--- config.mk ---
export PLATFORM = sky130hd
export DESIGN_NAME = base64_stream_encoder
export DESIGN_NICKNAME = d
export VERILOG_FILES = /design/src/rtl/b64e_pkg.sv /design/src/rtl/base64_stream_encoder.sv /design/src/rtl/b64e_front.sv /design/src/rtl/b64e_queue.sv /design/src/rtl/b64e_back.sv
export SDC_FILE = /design/constraint.sdc
export NUM_CORES = 1
export LEC_CHECK = 0
export BUFFER_PORTS_ARGS = -buffer_cell sky130_fd_sc_hd__clkbuf_2
export CAP_MARGIN = 5
export CELL_PAD_IN_SITES_DETAIL_PLACEMENT = 2
export CELL_PAD_IN_SITES_GLOBAL_PLACEMENT = 2
export CORE_MARGIN = 8
export CORE_UTILIZATION = 45
export CTS_CLUSTER_DIAMETER = 80
export DETAILED_ROUTE_END_ITERATION = 8
export MAX_ROUTING_LAYER = met4
export PLACE_DENSITY_LB_ADDON = 0.08
export REMOVE_ABC_BUFFERS = 1
export SYNTH_ARGS = -nofsm -noshare
export SYNTH_HDL_FRONTEND = slang
export SYNTH_HIERARCHICAL = 1
export SYNTH_SLANG_ARGS = --single-unit
--- constraint.sdc ---
create_clock -name clk_i -period 3.65 [get_ports clk_i]
set_input_delay 0.5475 -clock clk_i [delete_from_list [all_inputs] [get_ports clk_i]]
set_output_delay 0.5475 -clock clk_i [all_outputs]
set_load 0.05 [all_outputs]
--- src/rtl/b64e_pkg.sv ---
// Shared types, constants and the sextet-to-ASCII mapping for the Base64 encoder.
package b64e_pkg;

  localparam int unsigned ByteW   = 8;
  localparam int unsigned CharW   = 7;
  localparam int unsigned QDepth  = 2;
  localparam int unsigned QPtrW   = $clog2(QDepth);
  localparam int unsigned QCntW   = $clog2(QDepth + 1);

  localparam logic [CharW-1:0] PadChar = 7'd61;  // '='

  // One completed 3-byte group, zero-filled, with its real byte count (1..3).
  typedef struct packed {
    logic [ByteW-1:0] g0;
    logic [ByteW-1:0] g1;
    logic [ByteW-1:0] g2;
    logic [1:0]       nbytes;
    logic             last;
  } grp_t;

  // Front to queue: write strobe and the group.
  typedef struct packed {
    logic push;
    grp_t grp;
  } push_t;

  // Queue to back: head entry and pop strobe go separately (pop flows back).
  typedef struct packed {
    logic valid;
    grp_t grp;
  } head_t;

  // Standard alphabet: A-Z, a-z, 0-9, '+', '/'.
  function automatic logic [CharW-1:0] b64_sym(input logic [5:0] six);
    logic [CharW-1:0] v;
    v = {1'b0, six};
    if (six < 6'd26) begin
      b64_sym = v + 7'd65;
    end else if (six < 6'd52) begin
      b64_sym = v + 7'd71;   // 'a' - 26
    end else if (six < 6'd62) begin
      b64_sym = v - 7'd4;    // '0' - 52
    end else if (six == 6'd62) begin
      b64_sym = 7'd43;       // '+'
    end else begin
      b64_sym = 7'd47;       // '/'
    end
  endfunction

endpackage

--- src/rtl/base64_stream_encoder.sv ---
// Top level of the streaming Base64 encoder (standard alphabet, '=' padding).
//
// Slave channel: one raw byte per item on s_axis_tdata, s_axis_tlast marks
// the final byte of a message. Master channel: one ASCII character per item
// on m_axis_tdata[6:0] (bit 7 is zero), m_axis_tlast marks the final
// character of the encoded message.
// A third byte, or a byte with tlast, closes a group; the front end pushes
// the zero-filled group into a two-entry queue and the back end emits its
// four characters, one per cycle, through a registered output stage.
// The first character of a group passes through the queue entry, the back
// end's group register and the output register.
// Throughput: the back end emits one character per cycle while the receiver
// is ready, so a long message sustains four output items per three input
// items; bytes that only fill the pending slots are taken each cycle while
// the queue has room.
// When the receiver stalls, the output register holds its character, the
// back end stops, the queue fills and then s_axis_tready drops.
// Reset clears the pending count, the queue and the output valid; no
// message state survives reset.
module base64_stream_encoder (
  input  logic       clk_i,
  input  logic       rst_ni,
  input  logic       s_axis_tvalid,
  output logic       s_axis_tready,
  input  logic [7:0] s_axis_tdata,   // [7:0] data_byte
  input  logic       s_axis_tlast,   // last_byte
  output logic       m_axis_tvalid,
  input  logic       m_axis_tready,
  output logic [7:0] m_axis_tdata,   // [6:0] out_char, [7] zero
  output logic       m_axis_tlast    // last_char
);
  import b64e_pkg::*;

  push_t push;
  head_t head;
  logic  q_full;
  logic  pop;

  // Group assembly from incoming bytes
  b64e_front u_front (
    .clk_i      (clk_i),
    .rst_ni     (rst_ni),
    .s_tvalid_i (s_axis_tvalid),
    .s_tready_o (s_axis_tready),
    .s_tdata_i  (s_axis_tdata),
    .s_tlast_i  (s_axis_tlast),
    .q_full_i   (q_full),
    .push_o     (push)
  );

  // Decouples byte intake from character output
  b64e_queue u_queue (
    .clk_i  (clk_i),
    .rst_ni (rst_ni),
    .push_i (push),
    .full_o (q_full),
    .head_o (head),
    .pop_i  (pop)
  );

  // Four characters per group, registered output
  b64e_back u_back (
    .clk_i      (clk_i),
    .rst_ni     (rst_ni),
    .head_i     (head),
    .pop_o      (pop),
    .m_tvalid_o (m_axis_tvalid),
    .m_tready_i (m_axis_tready),
    .m_tdata_o  (m_axis_tdata),
    .m_tlast_o  (m_axis_tlast)
  );

endmodule

--- src/rtl/b64e_front.sv ---
// Front end: collects input bytes into 3-byte groups and pushes finished groups.
module b64e_front (
  input  logic                    clk_i,
  input  logic                    rst_ni,
  input  logic                    s_tvalid_i,
  output logic                    s_tready_o,
  input  logic [7:0]              s_tdata_i,
  input  logic                    s_tlast_i,
  input  logic                    q_full_i,
  output b64e_pkg::push_t         push_o
);
  import b64e_pkg::*;

  logic [ByteW-1:0] first_q, first_d;
  logic [ByteW-1:0] second_q, second_d;
  logic [1:0]       count_q, count_d;
  logic             accept;
  logic             have2;

  assign s_tready_o = !q_full_i;
  assign accept     = s_tvalid_i && s_tready_o;
  assign have2      = count_q[1];  // 2 pending (3 never occurs, acts as 2)

  always_comb begin
    first_d     = first_q;
    second_d    = second_q;
    count_d     = count_q;
    push_o      = '0;
    if (accept) begin
      if (!s_tlast_i && !have2) begin
        if (count_q == 2'd0) begin
          first_d = s_tdata_i;
        end else begin
          second_d = s_tdata_i;
        end
        count_d = count_q + 2'd1;
      end else begin
        push_o.push        = 1'b1;
        push_o.grp.last    = s_tlast_i;
        if (have2) begin
          push_o.grp.g0     = first_q;
          push_o.grp.g1     = second_q;
          push_o.grp.g2     = s_tdata_i;
          push_o.grp.nbytes = 2'd3;
        end else if (count_q == 2'd1) begin
          push_o.grp.g0     = first_q;
          push_o.grp.g1     = s_tdata_i;
          push_o.grp.nbytes = 2'd2;
        end else begin
          push_o.grp.g0     = s_tdata_i;
          push_o.grp.nbytes = 2'd1;
        end
        count_d = 2'd0;
      end
    end
  end

  always_ff @(posedge clk_i or negedge rst_ni) begin
    if (!rst_ni) begin
      count_q <= 2'd0;
    end else begin
      count_q <= count_d;
    end
  end

  always_ff @(posedge clk_i) begin
    first_q  <= first_d;
    second_q <= second_d;
  end

`ifndef NO_ASSERTIONS
  a_count_range: assert property (@(posedge clk_i) disable iff (!rst_ni)
    count_q != 2'd3) else $error("pending count out of range");
  a_push_clears: assert property (@(posedge clk_i) disable iff (!rst_ni)
    push_o.push |=> count_q == 2'd0) else $error("count not cleared after group");
`endif

endmodule

--- src/rtl/b64e_queue.sv ---
// Two-entry group queue between the front end and the character emitter.
module b64e_queue (
  input  logic                clk_i,
  input  logic                rst_ni,
  input  b64e_pkg::push_t     push_i,
  output logic                full_o,
  output b64e_pkg::head_t     head_o,
  input  logic                pop_i
);
  import b64e_pkg::*;

  grp_t             mem_q [QDepth];
  logic [QPtrW-1:0] wr_q, rd_q;
  logic [QCntW-1:0] cnt_q;
  logic             do_push, do_pop;

  assign full_o       = (cnt_q == QCntW'(QDepth));
  assign head_o.valid = (cnt_q != '0);
  assign head_o.grp   = mem_q[rd_q];
  assign do_push      = push_i.push && !full_o;
  assign do_pop       = pop_i && head_o.valid;

  always_ff @(posedge clk_i) begin
    if (do_push) begin
      mem_q[wr_q] <= push_i.grp;
    end
  end

  always_ff @(posedge clk_i or negedge rst_ni) begin
    if (!rst_ni) begin
      wr_q  <= '0;
      rd_q  <= '0;
      cnt_q <= '0;
    end else begin
      if (do_push) begin
        wr_q <= wr_q + 1'b1;
      end
      if (do_pop) begin
        rd_q <= rd_q + 1'b1;
      end
      case ({do_push, do_pop})
        2'b10:   cnt_q <= cnt_q + 1'b1;
        2'b01:   cnt_q <= cnt_q - 1'b1;
        default: cnt_q <= cnt_q;
      endcase
    end
  end

`ifndef NO_ASSERTIONS
  a_no_overflow: assert property (@(posedge clk_i) disable iff (!rst_ni)
    !(push_i.push && full_o)) else $error("push into full queue");
  a_cnt_bound: assert property (@(posedge clk_i) disable iff (!rst_ni)
    cnt_q <= QCntW'(QDepth)) else $error("queue count out of range");
`endif

endmodule

--- src/rtl/b64e_back.sv ---
// Back end: turns one queued group into four characters, one per cycle while the output is free.
module b64e_back (
  input  logic                clk_i,
  input  logic                rst_ni,
  input  b64e_pkg::head_t     head_i,
  output logic                pop_o,
  output logic                m_tvalid_o,
  input  logic                m_tready_i,
  output logic [7:0]          m_tdata_o,
  output logic                m_tlast_o
);
  import b64e_pkg::*;

  grp_t             grp_q;
  logic             busy_q, busy_d;
  logic [1:0]       idx_q, idx_d;
  logic             ov_q, ov_d;
  logic [CharW-1:0] oc_q, oc_d;
  logic             ol_q, ol_d;
  logic             out_free, emit, fin;
  logic [5:0]       six;
  logic [CharW-1:0] chr;

  assign out_free = !ov_q || m_tready_i;
  assign emit     = busy_q && out_free;
  assign fin      = emit && (idx_q == 2'd3);
  assign pop_o    = head_i.valid && (!busy_q || fin);

  always_comb begin
    case (idx_q)
      2'd0:    six = grp_q.g0[7:2];
      2'd1:    six = {grp_q.g0[1:0], grp_q.g1[7:4]};
      2'd2:    six = {grp_q.g1[3:0], grp_q.g2[7:6]};
      default: six = grp_q.g2[5:0];
    endcase
    chr = b64_sym(six);
    if ((idx_q == 2'd2 && grp_q.nbytes < 2'd2) || (idx_q == 2'd3 && grp_q.nbytes < 2'd3)) begin
      chr = PadChar;
    end
  end

  always_comb begin
    busy_d = busy_q;
    idx_d  = idx_q;
    ov_d   = ov_q && !m_tready_i;
    oc_d   = oc_q;
    ol_d   = ol_q;
    if (emit) begin
      ov_d  = 1'b1;
      oc_d  = chr;
      ol_d  = grp_q.last && (idx_q == 2'd3);
      idx_d = idx_q + 2'd1;
    end
    if (fin || !busy_q) begin
      busy_d = pop_o;
    end
    if (pop_o) begin
      idx_d = 2'd0;
    end
  end

  always_ff @(posedge clk_i or negedge rst_ni) begin
    if (!rst_ni) begin
      busy_q <= 1'b0;
      idx_q  <= 2'd0;
      ov_q   <= 1'b0;
    end else begin
      busy_q <= busy_d;
      idx_q  <= idx_d;
      ov_q   <= ov_d;
    end
  end

  always_ff @(posedge clk_i) begin
    if (pop_o) begin
      grp_q <= head_i.grp;
    end
    oc_q <= oc_d;
    ol_q <= ol_d;
  end

  assign m_tvalid_o = ov_q;
  assign m_tdata_o  = {1'b0, oc_q};
  assign m_tlast_o  = ol_q;

`ifndef NO_ASSERTIONS
  a_idle_idx: assert property (@(posedge clk_i) disable iff (!rst_ni)
    !busy_q |-> idx_q == 2'd0) else $error("index not at zero while idle");
  a_mid_busy: assert property (@(posedge clk_i) disable iff (!rst_ni)
    emit && idx_q != 2'd3 |=> busy_q) else $error("group dropped before fourth char");
  a_pop_start: assert property (@(posedge clk_i) disable iff (!rst_ni)
    pop_o |=> busy_q && idx_q == 2'd0) else $error("new group not started at char 0");
`endif

endmodule

# Word level (Yosys, flattened, before mapping)
# Memory sizes are Yosys's and may differ from the RTL's. A register that Yosys moved wholly into a read port is not among the register bits.
# Index checks and enable logic that the tools add are counted.
[word_totals]
mem_bits_ro = 0
wordCells = 82
inputBits = 13
ram_bits = 54
out_inout_bits = 11
ff_bits = 34
latch_bits = 0
mem_count = 1
[classes]
n_reduce_logical = 27
n_bitwise = 1
mux = 20
n_addsub = 9
magnitude_cmp = 5
multipliers = 0
shift = 0
eq_ne = 8
n_div = 0
[memory_table]
columns = ["name", "words", "word_bits", "rd", "rd_ports_with_merged_regs", "write_ports", "line", "rtl"]
rows = [
  ["u_queue.mem_q", 2, 27, 1, 1, 1, "b64e_queue.sv:12", "grp_t mem_q [QDepth];"],
]
[ops]
columns = ["operator", "count"]
rows = [
  ["28-bit two-way mux", 2],
  ["8-bit two-way mux", 3],
  ["7-bit two-way mux", 3],
  ["6-bit case mux with 3 select lines", 1],
  ["16-bit two-way mux", 1],
  ["6-bit by 7-bit adder with 7-bit output (second input constant)", 2],
  ["6-bit less-than comparator (second input constant)", 2],
  ["1-bit logical AND", 11],
  ["2-bit two-way mux", 5],
  ["2-bit == test (second input constant)", 4],
  ["6-bit by 3-bit subtractor with 7-bit output (second input constant)", 1],
  ["2-bit by 1-bit adder with 2-bit output (second input constant)", 3],
  ["2-bit by 1-bit == test with 1-bit output (second input constant)", 3],
  ["6-bit == test (second input constant)", 1],
  ["1-bit zero test", 6],
  ["6-bit by 5-bit less-than comparator with 1-bit output (second input constant)", 1],
  ["3-bit AND reduction", 2],
  ["2-bit nonzero test", 3],
  ["2-bit zero test", 2],
  ["2-bit less-than comparator (second input constant)", 2],
  ["2-bit case mux with 2 select lines", 1],
  ["1-bit logical OR", 3],
  ["1-bit two-way mux", 3],
  ["3-bit two-way mux", 1],
  ["other kinds (3)", 4],
]

# Longest topological paths before layout
# Gate-level depths: netlist of the first run.
[logic_depth]
depth_word = 9
depth_mapped = 10
ltp_nobuf = 10

# Modules after synthesis
# The synthesis of the first run kept the hierarchy.
[by_module_without_submodules]
columns = ["mod", "cells_each", "seq_area_each_um2", "area_each_um2", "instances"]
rows = [
  ["b64e_queue", 102, 1721.7, 2158.3, 1],
  ["b64e_back", 142, 1151.1, 1874.3, 1],
  ["b64e_front", 101, 530.5, 1098.6, 1],
]

# Worst setup path after synthesis of the first run
# OpenSTA, ideal clock, no wires.
[synth_path]
kind = "reg2reg"
from = "reg u_queue.cnt_q[0]"
to = "mem u_queue/mem_q[0][0] in the netlist's numbering, enable pin"
arrival_ns = 2.371
path_stages_with_launch = 8
path_slack_ns = 0.868
synth_period_minus_slack_ns = 2.782
path_buffers = 1
setup_ns = 0.411
t_required_ns = 3.239
path_cell_list = "dfrtp_1 > nand2b_1 > inv_1 > nand2b_1 > clkbuf_1 > nor2_1 > nand2_1 > nor2_1"
[synth_lines]
columns = ["element", "line", "rtl"]
rows = [
  ["start: declaration", "b64e_queue.sv:14", "logic [QCntW-1:0] cnt_q;"],
  ["start signal: assignment", "b64e_queue.sv:42", "2'b10: cnt_q <= cnt_q + 1'b1;"],
  ["start signal: assignment", "b64e_queue.sv:43", "2'b01: cnt_q <= cnt_q - 1'b1;"],
  ["start signal: assignment", "b64e_queue.sv:44", "default: cnt_q <= cnt_q;"],
  ["end: declaration", "b64e_queue.sv:12", ""],
]

# Final worst setup path of the first run
[layout_path]
from = "reg u_back.idx_q[0]"
to = "reg u_back.oc_q[2], data pin"
[layout_between]
elab_chain_len = 7
elab_cells_between_ends = 19
cone_classes = "add/sub: 3; order compare: 3; eq/ne: 4; mux: 5; reduce/logical: 4"
[layout_lines]
columns = ["element", "line", "rtl"]
rows = [
  ["start: declaration", "b64e_back.sv:16", "logic [1:0] idx_q, idx_d;"],
  ["start signal: assignment", "b64e_back.sv:69", "idx_q <= idx_d;"],
  ["branches (longest 7 deep; another with 6-bit by 3-bit subtractor with 7-bit output)", "-", ""],
  ["end signal: assignment", "b64e_back.sv:78", "oc_q <= oc_d;"],
  ["end: declaration", "b64e_back.sv:18", "logic [CharW-1:0] oc_q, oc_d;"],
]
# Several ways; the timed one is not identified.
# A chain may end at the register's enable or synchronous reset.

==> results.json, run 1 <==
{
  "fin_crit_sh_pct": 77.3,
  "postSynthCellCount": 345,
  "die_y_um": 123,
  "cp.required_ps": 3770,
  "power_density_mw_per_mm2": 987,
  "fillers": 1067,
  "clock_sinks": 115,
  "finalNetCount": 403,
  "track_usage_pct": 18.0,
  "hpwlAfterDp_um": 8320,
  "crit_type": "reg -> reg",
  "critPathLaunchType": "flop",
  "postCtsHoldBufs": 0,
  "final_area_mm2": 0.00595,
  "ys_ff_latch": 115,
  "ios": 24,
  "clockBufferDepth": 2,
  "syn2layout_area_growth_pct": 15.9,
  "yosys_warnings": 6,
  "drt_iter0_drc": 162,
  "stdcell_count": 535,
  "dpl.cell_count": 503,
  "clkPwrFrac_pct": 27.5,
  "hold_viol": 0,
  "diodes": 0,
  "cp-startpoint": "u_back/idx_q[0]$_DFFE_PN0P_",
  "cts_htree_levels": 4,
  "tns_ps": 0,
  "swShare_pct": 36.5,
  "hp-class": "in -> async",
  "clk_pin_slew_worst_paths_ps": 50,
  "worst_ep_arrival_time_ps": 2940,
  "grt_pass1_wl_um": 19300,
  "critPathMaxFanout": 8,
  "worstRegToRegCells": 10,
  "r2r_slack_ps": 830,
  "max_slew_margin_pct": 46.7,
  "finalMaxSlewViolations": 0,
  "tritoncts": "done",
  "die_x_um": 123,
  "timing.rr.start": "u_back/idx_q[0]$_DFFE_PN0P_",
  "intPower_mw": 3.73,
  "drt-total-wl_um": 12200,
  "vias": 2991,
  "viasPerCell": 5.59,
  "p_leak_nw": 2.12,
  "gp_routability_congestion": 0.786,
  "comb_power_share_pct": 38.5,
  "drive_gt1_share_pct": 27.0,
  "synth_cell_types": 53,
  "worst_pin_slew_ps": 800,
  "grt_max_degree": 45,
  "wl_met3_um": 314,
  "postRouteAntennaNets": 0,
  "die_area_mm2": 0.0151,
  "cts-root-buf": "clkbuf_16",
  "antenna_found_initial": 0,
  "fin_skew_ps": 6.93,
  "syn_avg_cell_area_um2": 14.9,
  "fin_crit_ps": 2820,
  "wire_per_inst_um": 22.8,
  "max-vdd-ir-drop_mv": 0.731,
  "switching_power_mw": 2.14,
  "grt_setup_unrepaired": "no",
  "clock_latency_ps": 410,
  "final_util_pct": 52.8,
  "setup_viol": 0,
  "grt_pass1_vias": 3373,
  "wl_met2_um": 6150,
  "core_region_area_mm2": 0.0113,
  "endpoint": "u_back/oc_q[2]$_SDFFCE_PP1P_",
  "outcome": "completed",
  "r2r-end": "u_back/oc_q[2]$_SDFFCE_PP1P_",
  "cts_buffers": 17,
  "start_util_pct": 45.5,
  "post_cts_resized": 0,
  "gr-total-overflow": 0,
  "end_kind": "flop",
  "postCtsSetupBuffers": 0,
  "dr.pass1.iters": 5,
  "syn_area_mm2": 0.00513,
  "routed.top_layer": "met4",
  "seq_power_share_pct": 33.9,
  "rows": 39,
  "fmax_mhz": 354,
  "wl_met1_um": 5470,
  "max_cap_violations": 0,
  "place_area_mm2": 0.00537,
  "remaining_drc_errors": 0,
  "port_buffers": 22,
  "yosysSeqAreaShare_pct": 66.3
}
power by group through the flow:
stage | registers (mW) | clock network (mW) | logic [mW]
final | 1.99 | 1.62 | 2.26
after global routing | 2.02 | 1.68 | 2.47
after CTS | 2.00 | 1.64 | 2.29
after detailed placement | 2.02 | 0 | 2.26
after global placement | 1.99 | 0 | 2.14
after floorplan | 2.20 | 0 | 1.41
cell usage after synthesis, drive strengths merged:
cell / number / share of area, %
o311ai: 1 / 0.17
nor2: 9 / 0.71
a31oi: 1 / 0.41
nor2b: 5 / 0.61
a22o: 2 / 0.34
o21ai: 13 / 1.3
nor4b: 1 / 0.17
a211o: 1 / 0.17
mux2i: 1 / 0.20
a211oi: 20 / 3.4
or2: 1 / 0.12
o21a: 4 / 0.73
nand2: 24 / 1.8
a41oi: 1 / 0.17
a21o: 1 / 0.15
mux2: 30 / 6.7
a21oi: 7 / 0.98
inv: 14 / 1.1
o211ai: 1 / 0.15
nor4: 2 / 0.24
ha: 11 / 2.7
and3: 9 / 1.1
conb: 1 / 0.073
nand3b: 8 / 1.2
buf: 9 / 1.6
nand2b: 6 / 0.73
or3b: 8 / 1.4
xor2: 2 / 0.34
dfrtp: 10 / 4.9
clkinv: 1 / 0.17
clkbuf: 5 / 0.39
xnor2: 6 / 1.0
nand3: 5 / 0.49
edfxtp: 105 / 61
a311oi: 2 / 0.34
a222oi: 6 / 1.2
nor3: 5 / 0.49
and2: 7 / 0.90
registers in the layout, summed over array words and instances, names as in the netlist:
signal	flops
u_back/busy_q	1
u_back/grp_q	27
u_back/idx_q	2
u_back/m_tlast_o	1
u_back/m_tvalid_o	1
u_back/oc_q	7
u_front/count_q	2
u_front/first_q	8
u_front/second_q	8
u_queue/cnt_q	2
u_queue/mem_q	54
u_queue/rd_q	1
u_queue/wr_q	1
worst max-delay path, cell delays in order (launching register included):
cell and delay, ps:
dfrtp_1 380, inv_1 110, ha_1 300, a222oi_1 430, mux2_4 290, clkinv_4 110, ha_1 320, nand2_1 140
a211oi_2 60, a211oi_1 260, o311ai_1 110
metrics by stage:
| stage | hold slack, ps | setup slack, ps | power (mW) |
|---|---|---|---|
| CTS | 18.5 | 844 | 5.94 |
| global placement | 450 | 1070 | 4.13 |
| floorplan | 252 | 722 | 3.61 |
| global route | 37.3 | 699 | 6.17 |
| finish | 20.3 | 828 | 5.87 |
| detailed placement | 456 | 888 | 4.27 |
cell families after synthesis:
| kind of cell | after synthesis | share of synthesized area [%] |
|---|---|---|
| other | 1 | 0.0731 |
| AO/OA/AOI/OAI | 60 | 9.46 |
| AND/OR/NAND/NOR | 90 | 9.90 |
| flip-flops | 115 | 66.3 |
| XOR/XNOR | 8 | 1.37 |
| adder cells (fa/ha/maj) | 11 | 2.68 |
| buffers and inverters | 29 | 3.27 |
| multiplexers | 31 | 6.93 |
cell usage in the layout, fill, tap and decap left out, types with 2 or more instances in the layout:
master	synthesis	routed
a211oi_1	15	15
a211oi_2	5	5
a21oi_1	5	5
a222oi_1	6	6
a22o_1	2	2
a311oi_1	2	2
and2_1	6	6
and3_1	9	9
buf_4	2	7
bufinv_16	0	3
clkbuf_1	4	3
clkbuf_16	0	17
clkbuf_2	1	22
clkinv_1	0	3
clkinv_2	0	3
clkinvlp_4	0	3
dfrtp_1	10	10
edfxtp_1	105	105
ha_1	11	11
inv_1	11	11
inv_2	2	2
mux2_2	28	28
mux2_4	2	2
nand2_1	23	23
nand2b_1	6	6
nand3_1	5	5
nand3b_1	8	8
nor2_1	8	7
nor2_2	1	2
nor2b_1	5	5
nor3_1	5	5
nor4_1	2	2
o21a_1	3	3
o21ai_0	11	11
o21ai_1	2	2
or3b_1	4	4
or3b_2	4	4
xnor2_1	6	6
xor2_1	2	2
final cells by class:
class	instances	area (µm²)	area share, %
clock buffers	20	437	7.34
clock inverters	12	139	2.33
inverters	15	66.3	1.11
multi-input cells	201	1560	26.3
flip-flops and latches	115	3400	57.2
well taps	143	179	3.01
repair buffers	29	163	2.73
how the worst min path moves through the flow:
stage,to,slack (ps),cells after the start
after global routing,u_queue/cnt_q[0]$_DFFE_PN0P_,40,1
after detailed placement,u_queue/cnt_q[0]$_DFFE_PN0P_,460,1
after CTS,u_back/m_tvalid_o$_DFF_PN0_,20,1
after global placement,u_back/m_tvalid_o$_DFF_PN0_,450,1
final,u_front/count_q[1]$_DFFE_PN0P_,20,1
after floorplan,u_back/busy_q$_DFFE_PN0N_,250,0
routing by layer:
layer | up-vias | GRT usage [%]
met5 | - | -
met2 | 42 | 29.1
met4 | 0 | 8.45
li1 | 1396 | -
met3 | 26 | 3.91
met1 | 1527 | 21.2
No activity file was read; power rests on OpenSTA's default activity.
==> inputs of run 2 (changes only) <==
CORE_UTILIZATION = 40   (was 45)
clock period = 2.35 ns   (was 3.65 ns; I/O delays follow)
==> run 2 against run 1 <==
The run now ends with negative setup slack left. Worst setup slack worse by 840 ps. Fmax up 20%. Die area up 11%. Critical path type unchanged. Highest routed layer unchanged.
==> results.json, run 2 (synthesis gave the netlist of run 1 again) <==
{
  "antenna_found_initial": 0,
  "cp.required_ps": 2620,
  "regMostFlops": "u_queue/mem_q",
  "postRouteAntennaNets": 0,
  "drive_gt1_share_pct": 37.9,
  "syn2layout_area_growth_pct": 24.5,
  "violations": "negative setup slack",
  "cts_buffers": 17,
  "drt-total-wl_um": 12600,
  "cpPeakStageDelay_ps": 420,
  "die_y_um": 129,
  "crit_type": "reg -> reg",
  "place_area_mm2": 0.00560,
  "tritoncts": "done",
  "hold_end": "u_front/first_q[3]$_DFFE_PP_",
  "p_leak_nw": 2.28,
  "finalMaxSlewViolations": 0,
  "critPathBufInv": 2,
  "cts-root-buf": "clkbuf_16",
  "path_delay_family": "compound AO/OA/AOI/OAI gates",
  "final_common_cell": "edfxtp_1",
  "rows": 41,
  "gp_routability_congestion": 0.775,
  "worst_ep_arrival_time_ps": 2630,
  "grt_setup_unrepaired": "yes",
  "grt_max_degree": 42,
  "hp-class": "in -> reg",
  "fin_skew_ps": 4.96,
  "cpMostUsedCell": "ha_4",
  "clockBufferDepth": 2,
  "timing.rr.start": "u_back/idx_q[0]$_DFFE_PN0P_",
  "end_kind": "flop",
  "largest_register_ff_count": 54,
  "critPathLaunchType": "flop",
  "core_region_area_mm2": 0.0126,
  "vias": 3133,
  "remaining_drc_errors": 0,
  "max_slew_margin_pct": 57.8,
  "final_area_mm2": 0.00639,
  "gr-total-overflow": 0,
  "diodes": 0,
  "cpMaxStageDelayCell": "dfrtp_2",
  "clock_latency_ps": 410,
  "cts_htree_levels": 4,
  "die_area_mm2": 0.0167,
  "clock_sinks": 115,
  "fin_crit_ps": 2360,
  "r2r_slack_ps": -10,
  "drt_iter0_drc": 138,
  "hold_depth": 1,
  "fin_crit_sh_pct": 100,
  "viasPerCell": 5.27,
  "cp-startpoint": "u_back/idx_q[0]$_DFFE_PN0P_",
  "worst_pin_slew_ps": 624,
  "min_from": "s_axis_tdata[3]",
  "worstPathCellList": "inv_4, ha_4, a222oi_1, mux2_4, clkinv_4, ha_4, nor3_4, a21oi_1, a211o_1, nand3_1",
  "hold_viol": 0,
  "worstRegToRegCells": 10,
  "grt_pass1_wl_um": 20300,
  "track_usage_pct": 17.0,
  "hpwlAfterDp_um": 8190,
  "r2r-end": "u_back/oc_q[3]$_SDFFCE_PP1P_",
  "start_util_pct": 40.8,
  "clk_pin_slew_worst_paths_ps": 50,
  "wire_per_inst_um": 21.2,
  "layout_common_cells": "105 x edfxtp_1, 30 x buf_4, 28 x mux2_2",
  "final_util_pct": 50.8,
  "critPathMaxFanout": 6,
  "max-vdd-ir-drop_mv": 0.663,
  "reg.largest.list": "u_queue/mem_q: 54 flops, u_back/grp_q: 27 flops",
  "power_density_mw_per_mm2": 1580,
  "finalNetCount": 433,
  "dr.pass1.iters": 7,
  "worst_slack_ps": -11.1,
  "dp_slack_ps": -252,
  "max_cap_violations": 0,
  "grt_pass1_vias": 3567,
  "outcome": "finished with violations",
  "port_buffers": 22,
  "fillers": 1169,
  "setup_viol": 2,
  "ios": 24,
  "die_x_um": 129,
  "fmax_mhz": 424
}
==> run 2: what timing repair did <==
item,CTS,global route
setup endpoints to repair,6,6
hold buffers,1,0
pin swaps,3,10
buffers inserted,4,3
endpoints found under the hold margin,10,0
gates resized for setup,16,22
==> run 2: final cells by class <==
class | count | area [µm²] | share of cell area (%)
inverter | 15 | 68.8 | 1.08
clock inverter | 13 | 118 | 1.84
sequential | 115 | 3400 | 53.3
timing repair buffer | 59 | 434 | 6.80
clock buffer | 19 | 433 | 6.78
multi-input combinational | 201 | 1710 | 26.8
tap | 172 | 215 | 3.37
==> run 2: where the power goes <==
group | internal [mW] | switching, mW
clock network | 1.53 | 0.890
logic | 1.93 | 2.61
registers | 2.92 | 0.187
==> run 2: per-layer routing <==
metal / up-vias / wire length (µm) / GRT usage [%]
met3: 22 / 384 / 4.48
li1: 1455 / - / -
met5: - / 0 / -
met1: 1601 / 5450 / 19.2
met2: 55 / 6520 / 27.9
met4: 0 / 248 / 7.81
==> run 2: metrics by stage <==
step | total power, mW | TNS (ps) | std cells | hold WS (ps)
6_report | 10.1 | -11.8 | 594 | 175
5_1_grt | 10.6 | -282 | 594 | 167
4_1_cts | 9.79 | -24.1 | 591 | 151
3_5_place_dp | 7.03 | -1040 | 554 | 276
3_3_place_gp | 6.84 | -129 | 554 | 256
2_1_floorplan | 5.61 | -16470 | 331 | 56.9
==> run 2: worst max-delay path by stage <==
stage                               endpoint  slack [ps]  cells past startpoint
3_3_place_gp    u_back/oc_q[0]$_SDFFCE_PP1P_         -50                      9
4_1_cts         u_back/oc_q[1]$_SDFFCE_PP0P_         -10                     10
3_5_place_dp    u_back/oc_q[3]$_SDFFCE_PP1P_        -250                     10
6_report        u_back/oc_q[3]$_SDFFCE_PP1P_         -10                     10
5_1_grt         u_back/oc_q[3]$_SDFFCE_PP1P_        -110                     10
2_1_floorplan  u_queue/mem_q[0][0]$_DFFE_PP_        -580                      4
